## config.mk

```make
export PLATFORM = sky130hd
export DESIGN_NAME = murmur3_hash_32_core_flat
export DESIGN_NICKNAME = d
export VERILOG_FILES = /design/src/rtl/mm3_pkg.sv /design/src/rtl/mm3_if.sv /design/src/rtl/mm3_ctrl.sv /design/src/rtl/mm3_dp.sv /design/src/rtl/murmur3_hash_32_core.sv /design/src/flat_wrapper.sv
export SDC_FILE = /design/constraint.sdc
export NUM_CORES = 2
export LEC_CHECK = 0
export BUFFER_PORTS_ARGS = -buffer_cell sky130_fd_sc_hd__buf_2
export CORE_ASPECT_RATIO = 1.25
export CORE_MARGIN = 1.5
export CORE_UTILIZATION = 55
export CTS_CLUSTER_DIAMETER = 200
export DETAILED_ROUTE_END_ITERATION = 8
export GPL_TIMING_DRIVEN = 0
export HOLD_SLACK_MARGIN = 0.1
export PLACE_DENSITY = 0.72
export SLEW_MARGIN = 0
export SYNTH_ARGS = -nofsm -noshare
export SYNTH_HDL_FRONTEND = slang
export SYNTH_SLANG_ARGS = --single-unit
```

## constraint.sdc

```tcl
create_clock -name clk -period 11.8 [get_ports clk]
set_input_delay 0.59 -clock clk [delete_from_list [all_inputs] [get_ports clk]]
set_output_delay 0.59 -clock clk [all_outputs]
set_load 0.03 [all_outputs]
```

## src/rtl/mm3_pkg.sv

```systemverilog
`timescale 1ns / 1ps
// ----------------------------------------------------------------------------
// mm3_pkg - shared types and constants of the MurmurHash3 x86_32 core
// Mixing constants, datapath command codes and the status bundle.
// ----------------------------------------------------------------------------
package mm3_pkg;

  localparam logic [31:0] MIX_C1 = 32'hcc9e2d51;
  localparam logic [31:0] MIX_C2 = 32'h1b873593;
  localparam logic [31:0] MIX_N  = 32'he6546b64;
  localparam logic [31:0] FIN_M1 = 32'h85ebca6b;
  localparam logic [31:0] FIN_M2 = 32'hc2b2ae35;

  typedef logic [3:0] mm3_cmd_t;

  localparam mm3_cmd_t CMD_NOP    = 4'd0;
  localparam mm3_cmd_t CMD_ACCEPT = 4'd1;  // take an input beat
  localparam mm3_cmd_t CMD_LDTAIL = 4'd2;  // load leftover tail bytes
  localparam mm3_cmd_t CMD_KMUL1  = 4'd3;  // k *= c1
  localparam mm3_cmd_t CMD_KMUL2  = 4'd4;  // k = rotl15(k) * c2
  localparam mm3_cmd_t CMD_BMIX   = 4'd5;  // h = rotl13(h ^ k) * 5 + n
  localparam mm3_cmd_t CMD_FXOR_T = 4'd6;  // w = h ^ k ^ len
  localparam mm3_cmd_t CMD_FXOR_N = 4'd7;  // w = h ^ len
  localparam mm3_cmd_t CMD_FMUL1  = 4'd8;  // w = (w ^ w >> 16) * m1
  localparam mm3_cmd_t CMD_FMUL2  = 4'd9;  // w = (w ^ w >> 13) * m2
  localparam mm3_cmd_t CMD_FOUT   = 4'd10; // emit w ^ w >> 16, restart

  typedef struct packed {
    logic pos_full;  // three bytes pending, next byte completes a block
    logic tail_nz;   // tail bytes pending
    logic out_free;  // output register can take a result this cycle
  } mm3_status_t;

endpackage

```

## src/rtl/mm3_if.sv

```systemverilog
`timescale 1ns / 1ps
// ----------------------------------------------------------------------------
// mm3_if - valid/ready channels of the MurmurHash3 core
// Key byte input, hash output and seed write channels.
// ----------------------------------------------------------------------------
interface mm3_in_if;
  logic       valid;
  logic       ready;
  logic [7:0] key_byte;
  logic       byte_valid;
  logic       last;

  modport source (output valid, key_byte, byte_valid, last, input ready);
  modport sink   (input valid, key_byte, byte_valid, last, output ready);
endinterface

interface mm3_out_if;
  logic        valid;
  logic        ready;
  logic [31:0] hash_value;

  modport source (output valid, hash_value, input ready);
  modport sink   (input valid, hash_value, output ready);
endinterface

interface mm3_cfg_if;
  logic        valid;
  logic        ready;
  logic [31:0] seed;

  modport source (output valid, seed, input ready);
  modport sink   (input valid, seed, output ready);
endinterface

```

## src/rtl/mm3_ctrl.sv

```systemverilog
`timescale 1ns / 1ps
// ----------------------------------------------------------------------------
// mm3_ctrl - sequencer of the MurmurHash3 core
// Steps the datapath through block mixing and finalisation.
// ----------------------------------------------------------------------------
module mm3_ctrl
  import mm3_pkg::*;
(
  input  logic        clk,
  input  logic        rst_n,
  input  logic        in_valid,
  input  logic        in_byte_valid,
  input  logic        in_last,
  output logic        in_ready,
  input  mm3_status_t status,
  output mm3_cmd_t    cmd
);

  localparam logic [3:0] ST_IDLE  = 4'd0;
  localparam logic [3:0] ST_BM1   = 4'd1;
  localparam logic [3:0] ST_BM2   = 4'd2;
  localparam logic [3:0] ST_BMIX  = 4'd3;
  localparam logic [3:0] ST_FINIT = 4'd4;
  localparam logic [3:0] ST_TM1   = 4'd5;
  localparam logic [3:0] ST_TM2   = 4'd6;
  localparam logic [3:0] ST_TXOR  = 4'd7;
  localparam logic [3:0] ST_FM1   = 4'd8;
  localparam logic [3:0] ST_FM2   = 4'd9;
  localparam logic [3:0] ST_FOUT  = 4'd10;

  logic [3:0] state_r, state_nxt;
  logic       fin_r, fin_nxt;  // finalise after the block in flight

  assign in_ready = (state_r == ST_IDLE);

  always_comb begin
    state_nxt = state_r;
    fin_nxt   = fin_r;
    cmd       = CMD_NOP;
    case (state_r)
      ST_IDLE: begin
        if (in_valid) begin
          cmd = CMD_ACCEPT;
          if (in_byte_valid && status.pos_full) begin
            fin_nxt   = in_last;
            state_nxt = ST_BM1;
          end else if (in_last) begin
            state_nxt = ST_FINIT;
          end
        end
      end
      ST_BM1: begin
        cmd       = CMD_KMUL1;
        state_nxt = ST_BM2;
      end
      ST_BM2: begin
        cmd       = CMD_KMUL2;
        state_nxt = ST_BMIX;
      end
      ST_BMIX: begin
        cmd       = CMD_BMIX;
        state_nxt = fin_r ? ST_FINIT : ST_IDLE;
        fin_nxt   = 1'b0;
      end
      ST_FINIT: begin
        if (status.tail_nz) begin
          cmd       = CMD_LDTAIL;
          state_nxt = ST_TM1;
        end else begin
          cmd       = CMD_FXOR_N;
          state_nxt = ST_FM1;
        end
      end
      ST_TM1: begin
        cmd       = CMD_KMUL1;
        state_nxt = ST_TM2;
      end
      ST_TM2: begin
        cmd       = CMD_KMUL2;
        state_nxt = ST_TXOR;
      end
      ST_TXOR: begin
        cmd       = CMD_FXOR_T;
        state_nxt = ST_FM1;
      end
      ST_FM1: begin
        cmd       = CMD_FMUL1;
        state_nxt = ST_FM2;
      end
      ST_FM2: begin
        cmd       = CMD_FMUL2;
        state_nxt = ST_FOUT;
      end
      ST_FOUT: begin
        if (status.out_free) begin
          cmd       = CMD_FOUT;
          state_nxt = ST_IDLE;
        end
      end
      default: begin
        state_nxt = ST_IDLE;
        fin_nxt   = 1'b0;
      end
    endcase
  end

  always_ff @(posedge clk) begin
    if (!rst_n) begin
      state_r <= ST_IDLE;
      fin_r   <= 1'b0;
    end else begin
      state_r <= state_nxt;
      fin_r   <= fin_nxt;
    end
  end

endmodule

```

## src/rtl/mm3_dp.sv

```systemverilog
`timescale 1ns / 1ps
// ----------------------------------------------------------------------------
// mm3_dp - datapath of the MurmurHash3 core
// Byte packing, key length, running hash and one shared multiplier.
// ----------------------------------------------------------------------------
module mm3_dp
  import mm3_pkg::*;
(
  input  logic        clk,
  input  logic        rst_n,
  input  mm3_cmd_t    cmd,
  output mm3_status_t status,
  input  logic [7:0]  in_key_byte,
  input  logic        in_byte_valid,
  input  logic        cfg_we,
  input  logic [31:0] cfg_seed,
  output logic        out_valid,
  input  logic        out_ready,
  output logic [31:0] out_hash_value
);

  logic [31:0] seed_r, seed_nxt;
  logic [31:0] h_r, h_nxt;
  logic [23:0] pend_r, pend_nxt;
  logic [1:0]  pos_r, pos_nxt;
  logic [31:0] len_r, len_nxt;
  logic [31:0] w_r, w_nxt;
  logic        out_valid_r, out_valid_nxt;
  logic [31:0] out_hash_r, out_hash_nxt;

  logic [31:0] mul_a, mul_b, mul_p;
  logic [31:0] mix_t, mix_r;

  // shared multiplier, low 32 bits of the product
  always_comb begin
    mul_a = w_r;
    mul_b = MIX_C1;
    case (cmd)
      CMD_KMUL2: begin
        mul_a = {w_r[16:0], w_r[31:17]};
        mul_b = MIX_C2;
      end
      CMD_FMUL1: begin
        mul_a = w_r ^ {16'h0, w_r[31:16]};
        mul_b = FIN_M1;
      end
      CMD_FMUL2: begin
        mul_a = w_r ^ {13'h0, w_r[31:13]};
        mul_b = FIN_M2;
      end
      default: begin
        mul_a = w_r;
        mul_b = MIX_C1;
      end
    endcase
  end

  assign mul_p = mul_a * mul_b;
  assign mix_t = h_r ^ w_r;
  assign mix_r = {mix_t[18:0], mix_t[31:19]};

  always_comb begin
    seed_nxt      = seed_r;
    h_nxt         = h_r;
    pend_nxt      = pend_r;
    pos_nxt       = pos_r;
    len_nxt       = len_r;
    w_nxt         = w_r;
    out_hash_nxt  = out_hash_r;
    out_valid_nxt = out_valid_r && !out_ready;
    case (cmd)
      CMD_ACCEPT: begin
        if (in_byte_valid) begin
          len_nxt = len_r + 32'd1;
          case (pos_r)
            2'd0: pend_nxt[7:0]   = in_key_byte;
            2'd1: pend_nxt[15:8]  = in_key_byte;
            2'd2: pend_nxt[23:16] = in_key_byte;
            default: begin
              w_nxt    = {in_key_byte, pend_r};
              pend_nxt = 24'h0;
            end
          endcase
          pos_nxt = pos_r + 2'd1;
        end
      end
      CMD_LDTAIL: w_nxt = {8'h0, pend_r};
      CMD_KMUL1,
      CMD_KMUL2,
      CMD_FMUL1,
      CMD_FMUL2:  w_nxt = mul_p;
      CMD_BMIX:   h_nxt = {mix_r[29:0], 2'b00} + mix_r + MIX_N;
      CMD_FXOR_T: w_nxt = h_r ^ w_r ^ len_r;
      CMD_FXOR_N: w_nxt = h_r ^ len_r;
      CMD_FOUT: begin
        out_hash_nxt  = w_r ^ {16'h0, w_r[31:16]};
        out_valid_nxt = 1'b1;
        h_nxt         = seed_r;
        pend_nxt      = 24'h0;
        pos_nxt       = 2'd0;
        len_nxt       = 32'd0;
      end
      default: ;
    endcase
    // a seed write always updates seed_r; it reloads the running hash only before the key's first byte
    if (cfg_we) begin
      seed_nxt = cfg_seed;
      if (len_r == 32'd0 && pos_r == 2'd0) begin
        h_nxt = cfg_seed;
      end
    end
  end

  always_ff @(posedge clk) begin
    if (!rst_n) begin
      seed_r      <= 32'h0;
      h_r         <= 32'h0;
      pend_r      <= 24'h0;
      pos_r       <= 2'd0;
      len_r       <= 32'd0;
      out_valid_r <= 1'b0;
    end else begin
      seed_r      <= seed_nxt;
      h_r         <= h_nxt;
      pend_r      <= pend_nxt;
      pos_r       <= pos_nxt;
      len_r       <= len_nxt;
      out_valid_r <= out_valid_nxt;
    end
  end

  always_ff @(posedge clk) begin
    w_r        <= w_nxt;
    out_hash_r <= out_hash_nxt;
  end

  assign status.pos_full = (pos_r == 2'd3);
  assign status.tail_nz  = (pos_r != 2'd0);
  assign status.out_free = !out_valid_r || out_ready;

  assign out_valid      = out_valid_r;
  assign out_hash_value = out_hash_r;

endmodule

```

## src/rtl/murmur3_hash_32_core.sv

```systemverilog
`timescale 1ns / 1ps
// ----------------------------------------------------------------------------
// murmur3_hash_32_core - streaming MurmurHash3 x86_32 hasher
// Byte-wide key input, 32-bit hash output, writable seed.
// ----------------------------------------------------------------------------
// The core hashes a key fed one byte per beat and returns its 32-bit
// MurmurHash3 (x86_32 variant). A beat with byte_valid low carries no byte;
// a beat with last high ends the key, so a lone last beat gives the hash of
// the empty key. A byte that does not complete a 4-byte block is only stored;
// the fourth byte of a block is accepted, then put through two scramble
// multiplies and the body mix. Ending a key adds the length fold, two
// avalanche multiplies and the output load, and with tail bytes first the
// tail scramble, plus any wait for the output register to free.
// All multiplies go through one shared 32x32 unit, so these steps run in turn.
// The hash sits in an output register, so the next key's bytes are taken
// while it waits. The seed is taken over the cfg channel in the idle state;
// it loads the running hash at once if no byte of the key has arrived,
// otherwise it applies from the next key.
// ----------------------------------------------------------------------------
module murmur3_hash_32_core
  import mm3_pkg::*;
(
  input  logic clk,
  input  logic rst_n,
  mm3_in_if.sink    in_chan,
  mm3_out_if.source out_chan,
  mm3_cfg_if.sink   cfg_chan
);

  mm3_cmd_t    cmd;
  mm3_status_t status;

  // seed beats taken only while the controller waits for a key beat,
  // so none lands on a block mix or a finalisation in progress
  assign cfg_chan.ready = in_chan.ready;

  mm3_ctrl u_ctrl (
    .clk           (clk),
    .rst_n         (rst_n),
    .in_valid      (in_chan.valid),
    .in_byte_valid (in_chan.byte_valid),
    .in_last       (in_chan.last),
    .in_ready      (in_chan.ready),
    .status        (status),
    .cmd           (cmd)
  );

  mm3_dp u_dp (
    .clk            (clk),
    .rst_n          (rst_n),
    .cmd            (cmd),
    .status         (status),
    .in_key_byte    (in_chan.key_byte),
    .in_byte_valid  (in_chan.byte_valid),
    .cfg_we         (cfg_chan.valid && cfg_chan.ready),
    .cfg_seed       (cfg_chan.seed),
    .out_valid      (out_chan.valid),
    .out_ready      (out_chan.ready),
    .out_hash_value (out_chan.hash_value)
  );

endmodule

```

## src/flat_wrapper.sv

```systemverilog
// flat-port wrapper written by rule: the top's interface ports become plain ports
module murmur3_hash_32_core_flat import mm3_pkg::*;
  (clk, rst_n, in_chan_valid, in_chan_key_byte, in_chan_byte_valid, in_chan_last, in_chan_ready, out_chan_valid, out_chan_hash_value, out_chan_ready, cfg_chan_valid, cfg_chan_seed, cfg_chan_ready);
  mm3_in_if in_chan_i ();
  mm3_out_if out_chan_i ();
  mm3_cfg_if cfg_chan_i ();
  input  logic clk;
  input  logic rst_n;
  input wire logic [$bits(in_chan_i.valid)-1:0] in_chan_valid;
  input wire logic [$bits(in_chan_i.key_byte)-1:0] in_chan_key_byte;
  input wire logic [$bits(in_chan_i.byte_valid)-1:0] in_chan_byte_valid;
  input wire logic [$bits(in_chan_i.last)-1:0] in_chan_last;
  output wire logic [$bits(in_chan_i.ready)-1:0] in_chan_ready;
  output wire logic [$bits(out_chan_i.valid)-1:0] out_chan_valid;
  output wire logic [$bits(out_chan_i.hash_value)-1:0] out_chan_hash_value;
  input wire logic [$bits(out_chan_i.ready)-1:0] out_chan_ready;
  input wire logic [$bits(cfg_chan_i.valid)-1:0] cfg_chan_valid;
  input wire logic [$bits(cfg_chan_i.seed)-1:0] cfg_chan_seed;
  output wire logic [$bits(cfg_chan_i.ready)-1:0] cfg_chan_ready;
  assign in_chan_i.valid = in_chan_valid;
  assign in_chan_i.key_byte = in_chan_key_byte;
  assign in_chan_i.byte_valid = in_chan_byte_valid;
  assign in_chan_i.last = in_chan_last;
  assign in_chan_ready = in_chan_i.ready;
  assign out_chan_valid = out_chan_i.valid;
  assign out_chan_hash_value = out_chan_i.hash_value;
  assign out_chan_i.ready = out_chan_ready;
  assign cfg_chan_i.valid = cfg_chan_valid;
  assign cfg_chan_i.seed = cfg_chan_seed;
  assign cfg_chan_ready = cfg_chan_i.ready;
  murmur3_hash_32_core u_core (.clk(clk), .rst_n(rst_n), .in_chan(in_chan_i), .out_chan(out_chan_i), .cfg_chan(cfg_chan_i));
endmodule
```

# [After elaboration in Yosys (flattened, before gate mapping)]
# Cells that the tools add are included.
[totals] ff_bits=192 latch_bits=0 ram_bits=0 rom_bits=0 inputBits=47 output_inout_bits=35 elab_cells=115 n_memories=0
[classes] n_addsub=4 multipliers=1 n_div=0 magnitude_cmp=0 n_eq_ne=32 shift=0 n_mux=32 bitwise_logic=6 n_reduce_logical=28
[op_table] operator="case mux 32 bit (3 select lines)" count=2
[op_table] operator="two-way mux 32 bit" count=5
[op_table] operator="case mux 32 bit (5 select lines)" count=1
[op_table] operator="case mux 32 bit (2 select lines)" count=2
[op_table] operator="bitwise XOR 32 bit" count=3
[op_table] operator="case mux 24 bit (2 select lines)" count=1
[op_table] operator="case mux 8 bit (2 select lines)" count=3
[op_table] operator="case mux 4 bit (11 select lines)" count=1
[op_table] operator="case mux 4 bit (9 select lines)" count=1
[op_table] operator="adder 32 x 1 -> 32 bit (second input constant)" count=1
[op_table] operator="adder 32 bit" count=1
[op_table] operator="adder 32 bit (second input constant)" count=1
[op_table] operator="== test 4 x 3 -> 1 bit (second input constant)" count=8
[op_table] operator="logical NOT 32 bit" count=1
[op_table] operator="multiplier 32 x 32 -> 32 bit" count=1
[op_table] operator="bitwise XOR 32 x 16 -> 32 bit" count=1
[op_table] operator="bitwise XOR 32 x 19 -> 32 bit" count=1
[op_table] operator="== test 4 bit (second input constant)" count=6
[op_table] operator="two-way mux 24 bit" count=1
[op_table] operator="two-way mux 4 bit" count=6
[op_table] operator="AND reduction 3 bit" count=6
[op_table] operator="== test 4 x 2 -> 1 bit (second input constant)" count=4
[op_table] operator="inequality test 2 bit (second input constant)" count=7
[op_table] operator="OR reduction 2 bit" count=5
[op_table] operator="23 further kinds" count=34

# [Logic depth before layout (Yosys ltp)]
[logic_depth] ltp_word=8 mapped_depth=38 mapped_depth_nobuf=34

# [Hierarchy]
# Synthesis repeated with hierarchy kept, for this count alone.
[hier_totals] hier_cells=2922 area_unflattened_um2=26309.0
[by_module_without_submodules] module="mm3_dp" instances=1 cells_per_inst=2859 area_per_inst_um2=25873.6 seq_area_each_um2=4384.2
[by_module_without_submodules] module="mm3_ctrl" instances=1 cells_per_inst=61 area_per_inst_um2=421.7 seq_area_each_um2=100.1
[by_module_without_submodules] module="murmur3_hash_32_core" instances=1 cells_per_inst=2 area_per_inst_um2=13.8 seq_area_each_um2=0.0

# [Worst setup path before layout]
# OpenSTA, ideal clock, no wires.
[synth_timing] path_kind="register to register" start="register u_core.u_ctrl.state_r[1]" end="register u_core.u_dp.w_r[31] (data pin)" setup_time_ps=261 arrival_ps=7886 required_ps=11539 setup_slack_ps=3653 stages_incl_launch_ff=34 path_buffers=3 period_less_slack_ps=8147 cell_sequence="dfxtp_1 > buf_6 > buf_2 > or4b_1 > buf_2 > o22ai_1 > a21oi_1 > nand3_1 > o21a_1 > inv_1 > nor2_1 > fa_1 > fa_1 > fa_1 > inv_1 > fa_1 > inv_1 > fa_1 > ha_1 > fa_1 > inv_1 > fa_1 > inv_1 > ha_1 > a2111o_1 > nor2_1 > nor4_1 > o21ai_0 > nand2_1 > o311a_1 > a31oi_1 > a21oi_1 > xnor2_1 > a221o_1"
[synth_via] elab_chain_len=7 word_cells_on_any_way=27 cone_classes="mul (1); eq/ne (18); mux (4); reduce/logical (4)"
[synth_rtl] item="start: declaration" line_no="mm3_ctrl.sv:31" source="logic [3:0] state_r, state_nxt;"
[synth_rtl] item="start signal: assignment" line_no="mm3_ctrl.sv:112" source="state_r <= state_nxt;"
[synth_rtl] item="== test 4 x 3 -> 1 bit (tied with other cells)" line_no="mm3_ctrl.sv:40" source="case (state_r)"
[synth_rtl] item="OR reduction 2 bit (no line)"
[synth_rtl] item="case mux 4 bit (9 select lines) (*)" line_no="mm3_ctrl.sv:40"
[synth_rtl] item="== test 4 bit / == test 4 x 3 -> 1 bit (equally long branches)" line_no="mm3_dp.sv:38, mm3_dp.sv:71"
[synth_rtl] item="case mux 32 bit (3 select lines)" line_no="mm3_dp.sv:38" source="case (cmd)"
[synth_rtl] item="multiplier 32 x 32 -> 32 bit" line_no="mm3_dp.sv:58" source="assign mul_p = mul_a * mul_b;"
[synth_rtl] item="case mux 32 bit (5 select lines) (*)" line_no="mm3_dp.sv:71" source="case (cmd)"
[synth_rtl] item="named net u_core.u_dp.w_nxt[31]" line_no="mm3_dp.sv:27" source="logic [31:0] w_r, w_nxt;"
[synth_rtl] item="end signal: assignment" line_no="mm3_dp.sv:133" source="w_r <= w_nxt;"
[synth_rtl] item="end: declaration" line_no="mm3_dp.sv:27"
# Mark *: on every way through the listed nets, which the timed path passes. The rest lies on a longest branch.
# A chain may end at the register's enable or synchronous reset.

# [Worst setup path in the final report]
# Same ends and word-level chain as after synthesis.

==> key figures <==
Clock tree
  • Post-CTS Repair Setup Buffers: 0
  • Clk slew on worst S/H paths: 80 ps
  • Root buffer cell: clkbuf_16
  • Worst-Skew Late Latency: 490 ps
  • Post-CTS sizing: 0
  • CTS tree: done
  • Sink Count: 192
  • Clk buf depth: 2
  • TritonCTS Buffers: 17
  • H-tree levels: 4
  • Hold Buf Count CTS: 0

Floorplanning
  • Die Span Y: 246 µm
  • Initial core utilization: 56.0%
  • Die area: 48500 µm²
  • Core region area: 46400 µm²
  • Row count: 88
  • Die W: 197 µm
  • Io pins: 82

Detailed routing
  • Number of vias per cell: 6.04
  • Avg WL per Cell: 29.2 µm
  • Initial DRC Count: 2257
  • Via Count: 22200
  • DRC: 0
  • DRT Pass-1 Iters: 6
  • Final wirelength: 107000 µm
  • Post-DRT Antenna Nets: 0

Synth
  • Cell variety after synth: 83
  • Syn Std Cell Area: 26000 µm²
  • Synth Flop Type: dfxtp_1
  • Most frequent cells after synthesis: inv_1, fa_1, nand2_1
  • Top-area cell type share of the netlist area: 30.2%
  • Leading area contributor after synthesis: fa_1
  • Synthesized net count: 3562
  • Mapped Cells: 2923
  • YS warnings: 0
  • Most frequent cell after synthesis: inv_1
  • Async SR Flop Fraction: 0%
  • Mapped Avg Cell Area: 8.88 µm²
  • EDFF count, synth: 64
  • Seq/Total Area, Yosys: 17.3%
  • #FFs+latches synth: 192
  • Area contributors post-synth: fa_1, dfxtp_1, ha_1

Worst setup path
  • Crit end category: flop
  • Critical setup path kind: reg -> reg
  • Delay-heaviest family, CP: adder cells
  • Crit-path max cell delay: 880 ps
  • WP buf/inv: 5
  • Crit-path slowest cell: a21oi_1
  • CP Launch Type: flop
  • Worst-path maximum fanout: 10
  • Worst Path Required: 12040 ps
  • Worst setup path startpoint: u_core.u_ctrl.state_r[1]
  • Reg-to-reg startpoint: u_core.u_ctrl.state_r[1]
  • CP dominant cell by count: fa_1
  • WP data arrival: 11770 ps

STA
  • Worst Max-Slew Pin Slew: 1300 ps
  • Final hold violations: 0
  • Fmax: 0.0868 GHz
  • Fin crit period: 11530 ps
  • Worst Hold Margin: 352 ps
  • RSZ-0062 raised after global routing: no
  • Slew HR: 13.1%
  • # setup viols final: 0
  • Setup WS post-layout: 273 ps
  • Fin. max-slew vios: 0
  • Final Cycle Share: 97.7%
  • Setup TNS: 0 ps
  • Skew final: 20.1 ps

Placed design
  • GP Congestion: 1.07
  • PortBufs: 79
  • HPWL Detailed: 89000 µm
  • Cell Area, Placed: 27200 µm²
  • Pre-CTS setup slack: 669 ps

GRT
  • Vias in the first global route: 23000
  • First-pass GRT wire length: 154000 µm
  • Total track usage: 45.6%
  • GRT overflow: 0
  • Largest net degree at the start of global routing: 26
  • Antenna violations before repair: 2

Run
  • Max-cap violations: 0

Cells and area
  • # fillers: 4230
  • Area occupied by multi-input gates: 18800 µm²
  • Nets: 3663
  • Register area: 4480 µm²
  • Share of cells above drive strength 1: 6.12%
  • Synth-to-layout area growth: 7.29%
  • Post-Layout Inst Area: 27900 µm²

Outcome
  • Status: completed

Min path
  • Worst Min Path Start: cfg_chan_seed[21]
  • Hold crit path type: in -> reg
==> flip-flops by register name (all words and copies together) (netlist names) <==
register,cells
u_core.u_dp.pend_r,24
u_core.u_dp.out_valid,1
u_core.u_ctrl.state_r,4
u_core.u_dp.h_r,32
u_core.u_ctrl.fin_r,1
u_core.u_dp.seed_r,32
u_core.u_dp.pos_r,2
u_core.u_dp.w_r,32
u_core.u_dp.out_hash_value,32
u_core.u_dp.len_r,32
==> cell type report <==
cell class              instances  share of cell area, %
clock buffers                  17                   1.53
multi-input cells            2022                   67.4
inverters                     573                   7.72
flip-flops and latches        192                   16.1
clock inverters                15                  0.705
repair buffers                 82                   1.63
diodes                          2                 0.0180
well taps                     630                   2.83
plain buffers                 136                   2.07
==> kinds of logic after synthesis <==
logic type,synth area share (%)
AOI/OAI and AO/OA,10.9
xor gates and xnor gates,8.42
adders and majority gates,39.9
buffers and inverters,10.5
DFF,17.3
muxes,0.400
and+or+nand+nor,12.7
==> metrics by stage <==
step | utilization (%) | std cells
2_1_floorplan | - | 2923
3_3_place_gp | 58.6 | 3632
3_5_place_dp | 58.8 | 3635
4_1_cts | 60.1 | 3667
5_1_grt | 60.1 | 3667
6_report | 60.1 | 3669
==> routing by layer <==
layer | wire length, µm | global-route usage [%] | vias up
li1 | - | - | 9473
met1 | 36400 | 50.6 | 10800
met2 | 49500 | 73.9 | 1431
met3 | 9210 | 8.67 | 473
met4 | 12100 | 42.1 | 0
met5 | 0 | 0 | -
==> worst register-to-register path, delay by kind of cell (launching register included) <==
family	cells	cell delay (ps)
compound gates	4	1660
xor+xnor	9	2960
fa+ha+maj	8	4010
buf+inv	5	1780
flops	1	330
simple gates	3	520
==> worst paths after layout <==
kind	to	slack, ps	cells past startpoint
worst max-delay path	u_core.u_dp.w_r[31]	270	29
worst max register to register	u_core.u_dp.w_r[31]	270	29
worst min register to register	u_core.u_dp.pend_r[11]	460	2
worst min-delay path	u_core.u_dp.seed_r[21]	350	3
==> layout by cell type, fill, tap and decap left out, types with 27 or more instances in the layout <==
cell      count
a21o_1       31
a21oi_1     145
a22oi_1      35
a31oi_1      27
buf_2        97
clkbuf_1    101
dfxtp_1     128
edfxtp_1     64
fa_1        392
ha_1        200
inv_1       566
nand2_1     330
nand3_1      51
nor2_1      189
o21ai_0      71
xnor2_1     145
xor2_1       92
Power is not shown: default switching activity piles up to over one toggle a cycle in this logic, so the estimate is an artifact.
